**src/rtl/core/hbc_pkg.sv**
```systemverilog
// shared types, constants and codes of the histogram bin counter
// no dependencies
package hbc_pkg;

   localparam int SampleWidth    = 16;
   localparam int CountWidth     = 32;
   localparam int BinsWidth      = 9;
   localparam int IndexWidth     = 8;
   localparam int DefaultMaxBins = 256;

   // divider geometry: quotient is always below the bin count
   localparam int QuotWidth = BinsWidth;
   localparam int DiffWidth = SampleWidth + 1;
   localparam int ProdWidth = DiffWidth + QuotWidth;

   localparam int CmdWidth = 2;
   localparam logic [CmdWidth-1:0] CmdAdd       = 2'd0;
   localparam logic [CmdWidth-1:0] CmdRead      = 2'd1;
   localparam logic [CmdWidth-1:0] CmdReadClear = 2'd2;

   localparam int CsrIndexWidth = 2;
   localparam int CsrDataWidth  = 16;
   localparam logic [CsrIndexWidth-1:0] CsrLowLimit  = 2'd0;
   localparam logic [CsrIndexWidth-1:0] CsrHighLimit = 2'd1;
   localparam logic [CsrIndexWidth-1:0] CsrBinsInUse = 2'd2;

   localparam logic [SampleWidth-1:0] LowLimitReset  = 16'sd0;
   localparam logic [SampleWidth-1:0] HighLimitReset = 16'sd32767;
   localparam logic [BinsWidth-1:0]   BinsInUseReset = 9'd256;

   typedef struct packed {
      logic [CmdWidth-1:0]           command;
      logic signed [SampleWidth-1:0] sample;
      logic [IndexWidth-1:0]         read_bin;
   } req_type;

   typedef struct packed {
      logic [IndexWidth-1:0] bin_index;
      logic                  counted;
      logic [CountWidth-1:0] count_value;
   } rsp_type;

endpackage

```
**src/rtl/core/hbc_div.sv**
```systemverilog
// restoring divider, one quotient bit per cycle
// depends on hbc_pkg; numerator must satisfy numer < denom * 2**QuotWidth
module hbc_div (
   input  logic                           clock,
   input  logic                           reset,
   input  logic                           start,
   input  logic [hbc_pkg::ProdWidth-1:0] numer,
   input  logic [hbc_pkg::DiffWidth-1:0] denom,
   output logic                           done,
   output logic [hbc_pkg::QuotWidth-1:0] quot
);

   localparam int Qw        = hbc_pkg::QuotWidth;
   localparam int Dw        = hbc_pkg::DiffWidth;
   localparam int StepWidth = $clog2(Qw + 1);

   logic [Dw-1:0]        rem_ff, rem_in;
   logic [Dw-1:0]        den_ff, den_in;
   logic [Qw-1:0]        low_ff, low_in;
   logic [Qw-1:0]        quot_ff, quot_in;
   logic [StepWidth-1:0] step_ff, step_in;
   logic                 busy_ff, busy_in;
   logic                 done_ff, done_in;

   logic [Dw:0] trial;
   logic [Dw:0] trial_sub;
   logic        fits;

   always_comb begin
      trial     = {rem_ff, low_ff[Qw-1]};
      trial_sub = trial - {1'b0, den_ff};
      fits      = (trial >= {1'b0, den_ff});

      rem_in  = rem_ff;
      den_in  = den_ff;
      low_in  = low_ff;
      quot_in = quot_ff;
      step_in = step_ff;
      busy_in = busy_ff;
      done_in = 1'b0;

      if (start) begin
         rem_in  = numer[hbc_pkg::ProdWidth-1:Qw];
         low_in  = numer[Qw-1:0];
         den_in  = denom;
         step_in = StepWidth'(Qw);
         busy_in = 1'b1;
      end else if (busy_ff) begin
         rem_in  = fits ? trial_sub[Dw-1:0] : trial[Dw-1:0];
         low_in  = {low_ff[Qw-2:0], 1'b0};
         quot_in = {quot_ff[Qw-2:0], fits};
         step_in = step_ff - StepWidth'(1);
         if (step_ff == StepWidth'(1)) begin
            busy_in = 1'b0;
            done_in = 1'b1;
         end
      end
   end

   always_ff @(posedge clock) begin
      if (reset) begin
         step_ff <= '0;
         busy_ff <= 1'b0;
         done_ff <= 1'b0;
      end else begin
         step_ff <= step_in;
         busy_ff <= busy_in;
         done_ff <= done_in;
      end
      rem_ff  <= rem_in;
      den_ff  <= den_in;
      low_ff  <= low_in;
      quot_ff <= quot_in;
   end

   assign done = done_ff;
   assign quot = quot_ff;

endmodule

```
**config.mk**
```make
export PLATFORM = sky130hd
export DESIGN_NAME = hbc_div
export DESIGN_NICKNAME = d
export VERILOG_FILES = /design/src/rtl/core/hbc_pkg.sv /design/src/rtl/core/hbc_div.sv
export SDC_FILE = /design/constraint.sdc
export NUM_CORES = 1
export LEC_CHECK = 0
export BUFFER_PORTS_ARGS = -buffer_cell sky130_fd_sc_hd__buf_2
export CORE_UTILIZATION = 35
export CTS_BUF_LIST = sky130_fd_sc_hd__clkbuf_2 sky130_fd_sc_hd__clkbuf_4 sky130_fd_sc_hd__clkbuf_8
export DETAILED_ROUTE_END_ITERATION = 16
export SLEW_MARGIN = 10
export SYNTH_ARGS = -nofsm -noshare
export SYNTH_HDL_FRONTEND = slang
export SYNTH_SLANG_ARGS = --single-unit
```
**constraint.sdc**
```tcl
create_clock -name clock -period 7.7 [get_ports clock]
set_clock_uncertainty 0.15 [all_clocks]
set_input_delay 0.77 -clock clock [delete_from_list [all_inputs] [get_ports clock]]
set_output_delay 0.77 -clock clock [all_outputs]
set_load 0.05 [all_outputs]
```
== Word-level counts from Yosys, hierarchy flattened ==
Cells that the tools add are included.
Word-level totals
  register bits: 58
  output and inout port bits: 10
  input bits: 46
Operators by class
  add/subtract/negate cells: 2
  order comparisons: 1
  reduce and logical (&&, ||, !) cells: 4
  muxes and demuxes: 11
  eq/ne operators: 1
  bitwise operators: 2
Operator list (number)
  two-way mux 17 bit: 3
  >= comparator 18 x 17 -> 1 bit: 1
  two-way mux 9 bit: 2
  subtractor 17 bit: 1
  two-way mux 4 bit: 2
  equality test 4 x 1 -> 1 bit, second input constant: 1
  two-way mux 1 bit: 4
  subtractor 4 x 1 -> 4 bit, second input constant: 1
  OR reduction 3 bit: 1
  inverter 1 bit: 2
  AND reduction 2 bit: 1
  nonzero test 2 bit: 1
  OR reduction 2 bit: 1

== Logic depth before layout (Yosys ltp) ==
Gate-level depths: netlist of the first run.
  depth in word-level cells: 4
  depth in mapped cells: 12

== Worst setup path before layout of the first run ==
No wires, ideal clock.
  kind: flip-flop to flip-flop
  start: register low_ff[8]
  end: register rem_ff[16], data pin
  setup time: 0.259 ns
  path buffers: 1
  arrival: 2.315 ns
  cell stages (with the launch flop): 12
  setup slack: 4.977 ns
  clock period less this slack: 2.723 ns
  cell sequence: edfxtp_1 inv_1 ha_1 inv_1 fa_1 a211oi_1 o211ai_2 a21boi_2 a221o_4 buf_6 nor4b_2 a211o_1
On the way
  longest elaborated chain between the ends: 4
  elaborated cells on any way between the ends: 5
Ends and longest elaborated chain
  from (decl): line hbc_div.sv:19  | logic [Qw-1:0] low_ff, low_in;
  from (signal assigned): line hbc_div.sv:72  | low_ff <= low_in;
  subtractor 17 bit or >= comparator 18 x 17 -> 1 bit (tied branches): line hbc_div.sv:31, hbc_div.sv:32
  two-way mux 17 bit *: line hbc_div.sv:49  | rem_in = fits ? trial_sub[Dw-1:0] : trial[Dw-1:0];
  two-way mux 17 bit *: line hbc_div.sv:48  | end else if (busy_ff) begin
  two-way mux 17 bit *: line hbc_div.sv:42  | if (start) begin
  named net rem_in[16]: line hbc_div.sv:17  | logic [Dw-1:0] rem_ff, rem_in;
  to (signal assigned): line hbc_div.sv:70  | rem_ff <= rem_in;
  to (decl): line hbc_div.sv:17
The timed path passes the listed nets; every way through them passes the cells marked *. The select of a mux whose other input is x is not followed.
A chain may end at the register's enable or synchronous reset.

== Worst setup path in the final report of the first run ==
Ends and elaborated chain as after synthesis.

==> results of run 1 <==
## cell type report
class / count / area (sq um)
fillers: 889 / 5319
flip-flops and latches: 58 / 1682
multi-input cells: 200 / 1440
repair buffers: 56 / 282.8
clock buffers: 11 / 145.1
well taps: 111 / 138.9
inverters: 28 / 110.1
clock inverters: 5 / 78.83
## cell usage after synthesis (2+ instances only)
library cell	number	area (sq um)
edfxtp_1	52	1562
inv_1	26	97.59
a21oi_1	22	110.1
ha_1	19	237.7
nand2_1	18	67.56
o21ai_0	17	85.08
nor2_1	16	60.06
nand3_1	9	45.04
xnor2_1	9	78.83
a31oi_1	8	50.05
mux2_2	8	90.09
mux2i_1	8	80.08
nor3_1	7	35.03
clkbuf_1	6	22.52
dfxtp_1	6	120.1
a21o_1	5	37.54
and2_1	3	18.77
and3_1	3	18.77
nand2b_1	3	18.77
o211ai_1	3	22.52
o21a_1	3	22.52
xor2_1	3	26.28
a211o_1	2	17.52
a211oi_1	2	15.01
a41oi_1	2	17.52
buf_2	2	10.01
nand4_1	2	12.51
nor4b_1	2	17.52
o211ai_2	2	25.02
o21ai_1	2	10.01
## cell usage in the layout (no fill, tap or decap), types with 2 or more instances in the layout
| master | count |
|---|---|
| buf_2 | 55 |
| edfxtp_1 | 52 |
| inv_1 | 26 |
| a21oi_1 | 22 |
| ha_1 | 19 |
| nand2_1 | 18 |
| o21ai_0 | 17 |
| nor2_1 | 16 |
| clkbuf_8 | 10 |
| nand3_1 | 9 |
| xnor2_1 | 9 |
| a31oi_1 | 8 |
| mux2i_1 | 8 |
| mux2_2 | 8 |
| nor3_1 | 7 |
| dfxtp_1 | 6 |
| a21o_1 | 5 |
| and2_1 | 3 |
| nand2b_1 | 3 |
| o211ai_1 | 3 |
| o21a_1 | 3 |
| and3_1 | 3 |
| xor2_1 | 3 |
| a211o_1 | 2 |
| o21ai_1 | 2 |
| o211ai_2 | 2 |
| a211oi_1 | 2 |
| nand4_1 | 2 |
| a41oi_1 | 2 |
| nor4b_1 | 2 |
| bufinv_16 | 2 |
| clkinv_2 | 2 |
## power breakdown
part / total (mW) / internal, mW / switching, mW
combinational: 0.513 / 0.214 / 0.298
sequential: 0.436 / 0.409 / 0.0267
clock: 0.324 / 0.194 / 0.130
## state kept, by name (all words and copies together) (netlist names)
name and count:
quot 9, busy_ff 1, done 1, rem_ff 17, low_ff 9, den_ff 17
step_ff 4
## layer usage
| layer | up-vias | share of wire (%) | wire (um) | global-route usage, % |
|---|---|---|---|---|
| met5 | - | 0 | 0 | 0 |
| met4 | 0 | 0.93 | 65 | 5.882 |
| met3 | 9 | 4.6 | 323 | 4.216 |
| met2 | 48 | 48 | 3372 | 23.88 |
| met1 | 1155 | 46 | 3206 | 19.45 |
| li1 | 1221 | - | - | - |
## metrics by stage
| stage | utilization (%) | hold WS (ns) |
|---|---|---|
| 2_1_floorplan | - | 0.3183 |
| 3_3_place_gp | 39.73 | 0.2779 |
| 3_5_place_dp | 39.73 | 0.2823 |
| 4_1_cts | 42.16 | 0.3013 |
| 5_1_grt | 42.16 | 0.3191 |
| 6_report | 42.16 | 0.3019 |
## cell families (layout without fill, tap and decap cells)
group,Yosys count,in the layout,share of synthesized area (%)
AOI/OAI and AO/OA,82,82,16.82
DFF,58,58,50.91
adders and majority gates,20,20,7.803
buffers and inverters,39,100,5.492
and+or+nand+nor,70,70,10.64
muxes,16,16,5.152
xor gates and xnor gates,12,12,3.182
## worst paths after layout
check                 start    endpoint  slack, ns  cells after the start
setup / recovery  low_ff[8]  rem_ff[16]       4.65                     10
hold / removal      quot[4]     quot[5]       0.30                      0
setup reg to reg  low_ff[8]  rem_ff[16]       4.65                     10
hold reg to reg     quot[4]     quot[5]       0.30                      0
==> summary.md, run 1 <==
| Metric | Value |
|---|---|
| CTS clk-pin slew, worst paths | `0.07 ns` |
| Placed cells | `453` |
| Clock buffer depth | `2` |
| # H-tree levels | `3` |
| CP peak stage delay | `0.41 ns` |
| Post-Syn Nets | `363` |
| Required time worst endpoint | `7.64 ns` |
| Die Wd | `99.15 um` |
| TritonCTS clock tree | `done` |
| Clock Tree Root | `clkbuf_8` |
| CP startpoint kind | `flop` |
| Core area | `0.009196 sq mm` |
| Final hold vios | `0` |
| Post-synth ARST share | `0%` |
| Pins Over Slew Limit | `0` |
| Max Cap Violations | `0` |
| Final #Nets | `419` |
| Max FO, Critical Path | `3` |
| Clk Latency, worst-skew pair | `0.34 ns` |
| Routed vias | `2433` |
| CP max stage cell | `fa_1` |
| Setup Fix Bufs, Post-CTS | `0` |
| Post-Place Worst Slack | `4.671 ns` |
| Setup TNS | `0 ns` |
| Vias in the first global route | `2322` |
| Arr. time, crit path | `2.99 ns` |
| Site Rows | `35` |
| Seq/Total Area, Yosys | `50.91%` |
| Final period util | `39.61%` |
| Fmax | `0.3278 GHz` |
| Max-slew headroom | `48.18%` |
| Final setup margin | `4.650 ns` |
| GRT Total Usage | `15.01%` |
| Share of layout cells above drive strength 1 | `24.86%` |
| DRC Markers | `1` |
| DR WL/cell | `14.85 um` |
| Post-Layout Cell Count | `469` |
| Initial antenna violation count | `0` |
| Synth Register Bits | `58` |
| Post-DP HPWL | `4912 um` |
| Setup crit end kind | `flop` |
| Total CTS buffers | `9` |
| Final setup vio count | `0` |
| Area Overhead vs Synth | `17.39%` |
| WL final | `6966 um` |
| CTS Hold Bufs | `0` |
| Iter 0 DRT Violations | `105` |
| Crit-path cells | `inv_1 -> ha_1 -> inv_1 -> fa_1 -> a211oi_1 -> o211ai_2 -> a31oi_1 -> a31oi_1 -> nor4b_2 -> a211o_1` |
| Synth unique cells | `57` |
| Area of the die | `0.009830 sq mm` |
| Hold Crit Class | `reg -> reg` |
| Yosys warnings | `0` |
| Pwr/cell area | `328.3 mW/mm^2` |
| Post-synth top flop | `edfxtp_1` |
| Post_cts resized | `0` |
| Overflow after GRT | `0` |
| Outcome | `finished, violations left` |
| Final instance area | `0.003877 sq mm` |
| Crit Path Category | `reg -> reg` |
| Clock sinks | `58` |
| LEAKAGE | `1.590 nW` |
| Area after DPL | `0.003654 sq mm` |
| Syn_area_per_cell | `11.12 sq um` |
| Routability cong. | `0.8052` |
| RSZ-0062 raised after global routing | `no` |
| Initial Util | `35.92%` |
| Drt pass-1 iters | `11` |
| I/O pins | `56` |
| Worst Path Buf+Inv | `2` |
| Die height | `99.15 um` |
| Minimum clock period after layout | `3.050 ns` |
| Worst vdd ir | `0.0001303 V` |
| Mapped Area | `0.003303 sq mm` |
| # diodes | `0` |
| Delay-heaviest family, CP | `compound AO/OA/AOI/OAI gates` |
| IO Port Bufs | `55` |
| Worst-Margin Slew | `0.7673 ns` |
| Final ANT Viol Nets | `0` |
| Failing checks | `DRC` |
| Total power | `1.273 mW` |
| DR vias/cell | `5.188` |
| First-pass GRT wire length | `11200 um` |
| Cells after Synth | `297` |
| Largest net degree at the start of global routing | `57` |
| Post-synth EDFFs | `52` |
(Power assumes the default switching activity.)
==> run 2: changes to the inputs <==
- clock period: 7.7 -> 3.1 ns (I/O delays scaled with it)
==> summary.md, run 2 (same netlist as run 1, synthesis figures left out) <==
| Metric | Value |
|---|---|
| Outcome | `complete, no violations (was finished, violations left)` |
| Min-delay src | `reset (was quot[4])` |
| Required time worst endpoint | `3.03 ns (was 7.64 ns)` |
| I/O pins | `56 (unchanged)` |
| Area after DPL | `0.003676 sq mm (was 0.003654 sq mm)` |
| RSZ-0062 raised after global routing | `no (unchanged)` |
| Final #Nets | `439 (was 419)` |
| # H-tree levels | `3 (unchanged)` |
| IO Port Bufs | `55 (unchanged)` |
| Clock Tree Root | `clkbuf_8 (unchanged)` |
| CTS clk-pin slew, worst paths | `0.07 ns (about the same)` |
| Share of layout cells above drive strength 1 | `23.87% (was 24.86%)` |
| Fmax | `0.3474 GHz (was 0.3278 GHz)` |
| Total CTS buffers | `9 (unchanged)` |
| Regs by FF count | `den_ff x17, rem_ff x17 (unchanged)` |
| Initial antenna violation count | `0 (unchanged)` |
| Final hold vios | `0 (unchanged)` |
| Worst r2r dst | `rem_ff[3] (was rem_ff[16])` |
| R2R Path Start | `low_ff[8] (unchanged)` |
| Site Rows | `35 (unchanged)` |
| DR WL/cell | `14.48 um (was 14.85 um)` |
| Final instance area | `0.004010 sq mm (was 0.003877 sq mm)` |
| Max FO, Critical Path | `16 (was 3)` |
| CP startpoint kind | `flop (unchanged)` |
| Clk pwr share | `19.9% (was 25.5%)` |
| Post-DP HPWL | `5029 um (was 4912 um)` |
| GRT Total Usage | `15.64% (was 15.01%)` |
| Clock buffer depth | `2 (unchanged)` |
| Most frequent cells in the layout | `55 x buf_2, 52 x edfxtp_1, 26 x inv_1, 22 x a21oi_1, 19 x ha_1 (unchanged)` |
| Max-slew headroom | `44.71% (was 48.18%)` |
| Clk Latency, worst-skew pair | `0.34 ns (about the same)` |
| # diodes | `0 (unchanged)` |
| Core area | `0.009196 sq mm (unchanged)` |
| Hold Crit Class | `in -> reg (was reg -> reg)` |
| DR vias/cell | `5.121 (was 5.188)` |
| Final setup vio count | `0 (unchanged)` |
| Logic pwr share | `43.5% (was 40.3%)` |
| Crit Path Category | `reg -> reg (unchanged)` |
| Pwr/cell area | `740.2 mW/mm^2 (was 328.3 mW/mm^2)` |
| LEAKAGE | `1.631 nW (was 1.590 nW)` |
| Minimum clock period after layout | `2.879 ns (was 3.050 ns)` |
| Clock sinks | `58 (unchanged)` |
| Pins Over Slew Limit | `0 (unchanged)` |
| Area Overhead vs Synth | `21.40% (was 17.39%)` |
| Routability cong. | `0.8916 (was 0.8052)` |
| Sw Pwr | `1.121 mW (was 0.4551 mW)` |
| Reg2reg path depth | `11 (was 10)` |
| Final period util | `92.86% (was 39.61%)` |
| Die height | `99.15 um (unchanged)` |
| Sw Ratio | `37.78% (was 35.75%)` |
| WL final | `7064 um (was 6966 um)` |
| Setup crit end kind | `flop (unchanged)` |
| Routed vias | `2499 (was 2433)` |
| TritonCTS clock tree | `done (unchanged)` |
| Die Wd | `99.15 um (unchanged)` |
| Final ANT Viol Nets | `0 (unchanged)` |
| Area of the die | `0.009830 sq mm (unchanged)` |
| Iter 0 DRT Violations | `99 (was 105)` |
| Vias in the first global route | `2420 (was 2322)` |
| Hold Path End | `step_ff[3] (was quot[5])` |
| Setup Fix Bufs, Post-CTS | `0 (unchanged)` |
| Overflow after GRT | `0 (unchanged)` |
| Hold Path Stages | `2 (was 0)` |
| Worst-Margin Slew | `0.8276 ns (was 0.7673 ns)` |
| Initial Util | `35.92% (unchanged)` |
| DRC Markers | `0 (was 1)` |
| Worst vdd ir | `0.0003366 V (was 0.0001303 V)` |
| Drt pass-1 iters | `8 (was 11)` |
| Commonest non-fill, non-tap cell in the layout | `buf_2 (unchanged)` |
| R2R setup slack | `0.22 ns (was 4.65 ns)` |
| Largest net degree at the start of global routing | `31 (was 57)` |
| Pint | `1.847 mW (was 0.8179 mW)` |
| Arr. time, crit path | `2.81 ns (was 2.99 ns)` |
| Max Cap Violations | `0 (unchanged)` |
| Setup TNS | `0 ns (unchanged)` |
| First-pass GRT wire length | `11700 um (was 11200 um)` |
| Seq pwr share | `36.6% (was 34.2%)` |
run 2: changes by cell type in the layout (fill, tap and decap cells not counted), sizes merged:
cell	delta
clkbuf	-2
buf	+3
bufinv	-2
dlygate4sd3	+17
clkinvlp	+3
run 2: power by group through the flow:
stage,Combinational [mW],Sequential [mW],Clock [mW]
global placement,1.25,1.10,0
CTS,1.28,1.09,0.608
floorplan,1.06,1.10,0
detailed placement,1.26,1.10,0
global route,1.44,1.10,0.643
finish,1.29,1.09,0.591
run 2: repair_timing:
| item | 4_1_cts | 5_1_grt |
|---|---|---|
| hold buffers | 17 | 0 |
| hold endpoints to repair | 17 | 0 |
| endpoints found under the setup margin | 0 | 2 |
| resized for setup | 0 | 1 |
run 2: per-layer routing:
metal  GRT usage [%]  wire [um]  up-vias
met5               0          0        -
met3           5.130        278       12
met1           19.30       3243     1171
met2           25.66       3428       59
li1                -          -     1257
met4           5.769        113        0
run 2: how the worst max path moves through the flow:
stage / from / to / slack, ns / cells after the start
final: low_ff[8] / rem_ff[3] / 0.22 / 11
after floorplan: low_ff[8] / rem_ff[16] / 0.38 / 11
after detailed placement: low_ff[8] / rem_ff[3] / 0.18 / 11
after CTS: low_ff[8] / rem_ff[5] / 0.17 / 11
after global placement: low_ff[8] / rem_ff[0] / 0.28 / 11
after global routing: low_ff[8] / rem_ff[5] / 0.05 / 11
run 2: area by class of cell:
cell class	instances	area (sq um)
Fill cell	915	5186
Sequential cell	58	1682
Multi-Input combinational cell	200	1445
Timing Repair Buffer	76	475.5
Tap cell	111	138.9
Clock buffer	9	123.9
Inverter	28	110.1
Clock inverter	6	35.03
run 2: critical path: stages, from the launching register on:
cell      delay [ns]
edfxtp_1        0.39
inv_1           0.07
ha_1            0.15
inv_1           0.05
fa_1            0.43
a211oi_2        0.30
o211ai_2        0.14
a21boi_2        0.25
a221o_4         0.32
inv_6           0.11
mux2i_1         0.16
o21ai_0         0.09
run 2: per-stage QoR:
step	utilization, %	power [mW]	setup slack, ns	cells	hold WS [ns]
3_5_place_dp	39.97	2.357	0.1767	456	0.2842
2_1_floorplan	-	2.161	0.3766	297	0.2291
3_3_place_gp	39.97	2.348	0.2838	456	0.2767
6_report	43.61	2.968	0.2215	488	0.06184
4_1_cts	43.55	2.972	0.1655	488	0.05005
5_1_grt	43.61	3.183	0.04909	488	0.05894
==> run 3: changes to the inputs <==
- CTS_BUF_LIST: sky130_fd_sc_hd__clkbuf_2 sky130_fd_sc_hd__clkbuf_4 sky130_fd_sc_hd__clkbuf_8 -> sky130_fd_sc_hd__clkbuf_16
==> summary.md, run 3 (same netlist as run 1, synthesis figures left out) <==
| Metric | Value |
|---|---|
| Clock Tree Root | `clkbuf_16 (was clkbuf_8)` |
| Setup crit end kind | `flop (unchanged)` |
| Final ANT Viol Nets | `0 (unchanged)` |
| Sw Ratio | `35.46% (was 37.78%)` |
| CTS clk-pin slew, worst paths | `0.05 ns (was 0.07 ns)` |
| Crit Path Category | `reg -> reg (unchanged)` |
| Clock sinks | `58 (unchanged)` |
| DRC Markers | `1 (was 0)` |
| Worst vdd ir | `0.0003367 V (was 0.0003366 V)` |
| Max FO, Critical Path | `16 (unchanged)` |
| Max Cap Violations | `0 (unchanged)` |
| R2R setup slack | `0.21 ns (was 0.22 ns)` |
| TritonCTS clock tree | `done (unchanged)` |
| Worst-Margin Slew | `0.8148 ns (was 0.8276 ns)` |
| # diodes | `0 (unchanged)` |
| Iter 0 DRT Violations | `90 (was 99)` |
| Most frequent cells in the layout | `55 x buf_2, 52 x edfxtp_1, 26 x inv_1, 22 x a21oi_1, 19 x ha_1 (unchanged)` |
| Core area | `0.009196 sq mm (unchanged)` |
| Initial antenna violation count | `0 (unchanged)` |
| Largest net degree at the start of global routing | `31 (unchanged)` |
| Final setup vio count | `0 (unchanged)` |
| CP startpoint kind | `flop (unchanged)` |
| Routing usage on met2 | `25.01% (was 25.66%)` |
| Minimum clock period after layout | `2.887 ns (was 2.879 ns)` |
| Required time worst endpoint | `3.01 ns (was 3.03 ns)` |
| IO Port Bufs | `55 (unchanged)` |
| Regs by FF count | `den_ff x17, rem_ff x17 (unchanged)` |
| GR Layer Usage met1 | `19.15% (was 19.30%)` |
| Setup Fix Bufs, Post-CTS | `0 (unchanged)` |
| DR WL/cell | `14.67 um (was 14.48 um)` |
| Area Overhead vs Synth | `20.53% (was 21.40%)` |
| Hold Crit Class | `in -> reg (unchanged)` |
| Commonest non-fill, non-tap cell in the layout | `buf_2 (unchanged)` |
| Hold Path End | `den_ff[4] (was step_ff[3])` |
| Outcome | `finished, violations left (was complete, no violations)` |
| Max-slew headroom | `45.57% (was 44.71%)` |
| Fmax | `0.3464 GHz (was 0.3474 GHz)` |
| Setup TNS | `0 ns (unchanged)` |
| Total CTS buffers | `9 (unchanged)` |
| Clock buffer depth | `2 (unchanged)` |
| Seq pwr share | `33.6% (was 36.6%)` |
| First-pass GRT wire length | `11520 um (was 11700 um)` |
| Routed vias | `2424 (was 2499)` |
| Routability cong. | `0.8916 (unchanged)` |
| Pins Over Slew Limit | `0 (unchanged)` |
| Clk pwr share | `27.0% (was 19.9%)` |
| GRT Total Usage | `15.38% (was 15.64%)` |
| Clk Latency, worst-skew pair | `0.33 ns (was 0.34 ns)` |
| Share of layout cells above drive strength 1 | `24.73% (was 23.87%)` |
| Pwr/cell area | `812.7 mW/mm^2 (was 740.2 mW/mm^2)` |
| Overflow after GRT | `0 (unchanged)` |
| LEAKAGE | `1.623 nW (was 1.631 nW)` |
| DR vias/cell | `5.103 (was 5.121)` |
| Logic pwr share | `39.4% (was 43.5%)` |
| Total power | `3.236 mW (was 2.968 mW)` |
| Pint | `2.088 mW (was 1.847 mW)` |
| Area of the die | `0.009830 sq mm (unchanged)` |
| R2R Path Start | `low_ff[8] (unchanged)` |
| Site Rows | `35 (unchanged)` |
| Worst r2r dst | `rem_ff[5] (was rem_ff[3])` |
| Final period util | `93.14% (was 92.86%)` |
| Hold Path Stages | `1 (was 2)` |
| Arr. time, crit path | `2.80 ns (was 2.81 ns)` |
| Die height | `99.15 um (unchanged)` |
| Failing checks | `DRC` |
| RSZ-0062 raised after global routing | `no (unchanged)` |
| WL final | `6966 um (was 7064 um)` |
| Final hold vios | `0 (unchanged)` |
| Sw Pwr | `1.147 mW (was 1.121 mW)` |
| Die Wd | `99.15 um (unchanged)` |
| Filler Cells Inserted | `894 (was 915)` |
| Global routing's busiest layer | `met2 (unchanged)` |
| Min-delay src | `denom[4] (was reset)` |
| Vias in the first global route | `2365 (was 2420)` |
| # H-tree levels | `3 (unchanged)` |
| Initial Util | `35.92% (unchanged)` |
| Reg2reg path depth | `11 (unchanged)` |
| Final #Nets | `426 (was 439)` |
| Met3 GRT Util | `4.919% (was 5.130%)` |
| Drt pass-1 iters | `10 (was 8)` |
| I/O pins | `56 (unchanged)` |
| Post-DP HPWL | `5029 um (unchanged)` |
-- run 3: cell types whose count changed in the layout (fill, tap and decap cells not counted), sizes merged --
cell	previous run	this run
dlygate4sd3	17	4
-- run 3: what timing repair did --
action | in CTS | in global routing
hold buffers | 1 | 3
endpoints found under the setup margin | 0 | 1
hold endpoints to repair | 1 | 3
gates resized for setup | 0 | 1
-- run 3: per-layer routing --
metal | up-vias | share of wire (%)
met4 | 0 | 1.8
li1 | 1235 | -
met1 | 1127 | 47
met2 | 52 | 48
met3 | 10 | 4.0
met5 | - | 0
-- run 3: power by group through the flow --
stage | combinational, mW | clock (mW) | sequential, mW
6_report | 1.28 | 0.872 | 1.09
3_3_place_gp | 1.25 | 0 | 1.10
3_5_place_dp | 1.26 | 0 | 1.10
4_1_cts | 1.26 | 0.892 | 1.09
2_1_floorplan | 1.06 | 0 | 1.10
5_1_grt | 1.42 | 0.925 | 1.10
-- run 3: critical path: stages, from the launching register on --
cell	delay (ns)
edfxtp_1	0.39
inv_1	0.07
ha_1	0.15
inv_1	0.05
fa_1	0.43
a211oi_2	0.30
o211ai_2	0.14
a21boi_2	0.26
a221o_4	0.32
inv_6	0.11
mux2i_1	0.16
o21ai_0	0.09
-- run 3: worst max-delay path by stage --
stage / start / endpoint / slack [ns] / cells past startpoint
after floorplan: low_ff[8] / rem_ff[16] / 0.38 / 11
after global placement: low_ff[8] / rem_ff[0] / 0.28 / 11
after detailed placement: low_ff[8] / rem_ff[3] / 0.18 / 11
after CTS: low_ff[8] / rem_ff[5] / 0.17 / 11
after global routing: low_ff[8] / rem_ff[5] / 0.05 / 11
final: low_ff[8] / rem_ff[5] / 0.21 / 11
-- run 3: per-stage QoR --
step	hold WS, ns	std cells	worst slack (ns)	util, %	cell area (sq um)
after global placement	0.2767	456	0.2838	39.97	3676
after detailed placement	0.2842	456	0.1767	39.97	3676
after CTS	0.0003683	472	0.1685	42.91	3946
after floorplan	0.2291	297	0.3766	-	3303
final	0.008267	475	0.2128	43.29	3981
after global routing	0.002053	475	0.05439	43.29	3981
-- run 3: layout make-up --
class | count | area (sq um) | area share, %
Sequential cell | 58 | 1682 | 42.24
Multi-Input combinational cell | 200 | 1445 | 36.30
Timing Repair Buffer | 63 | 345.3 | 8.674
Clock buffer | 9 | 225.2 | 5.657
Tap cell | 111 | 138.9 | 3.488
Inverter | 28 | 110.1 | 2.766
Clock inverter | 6 | 35.03 | 0.8799
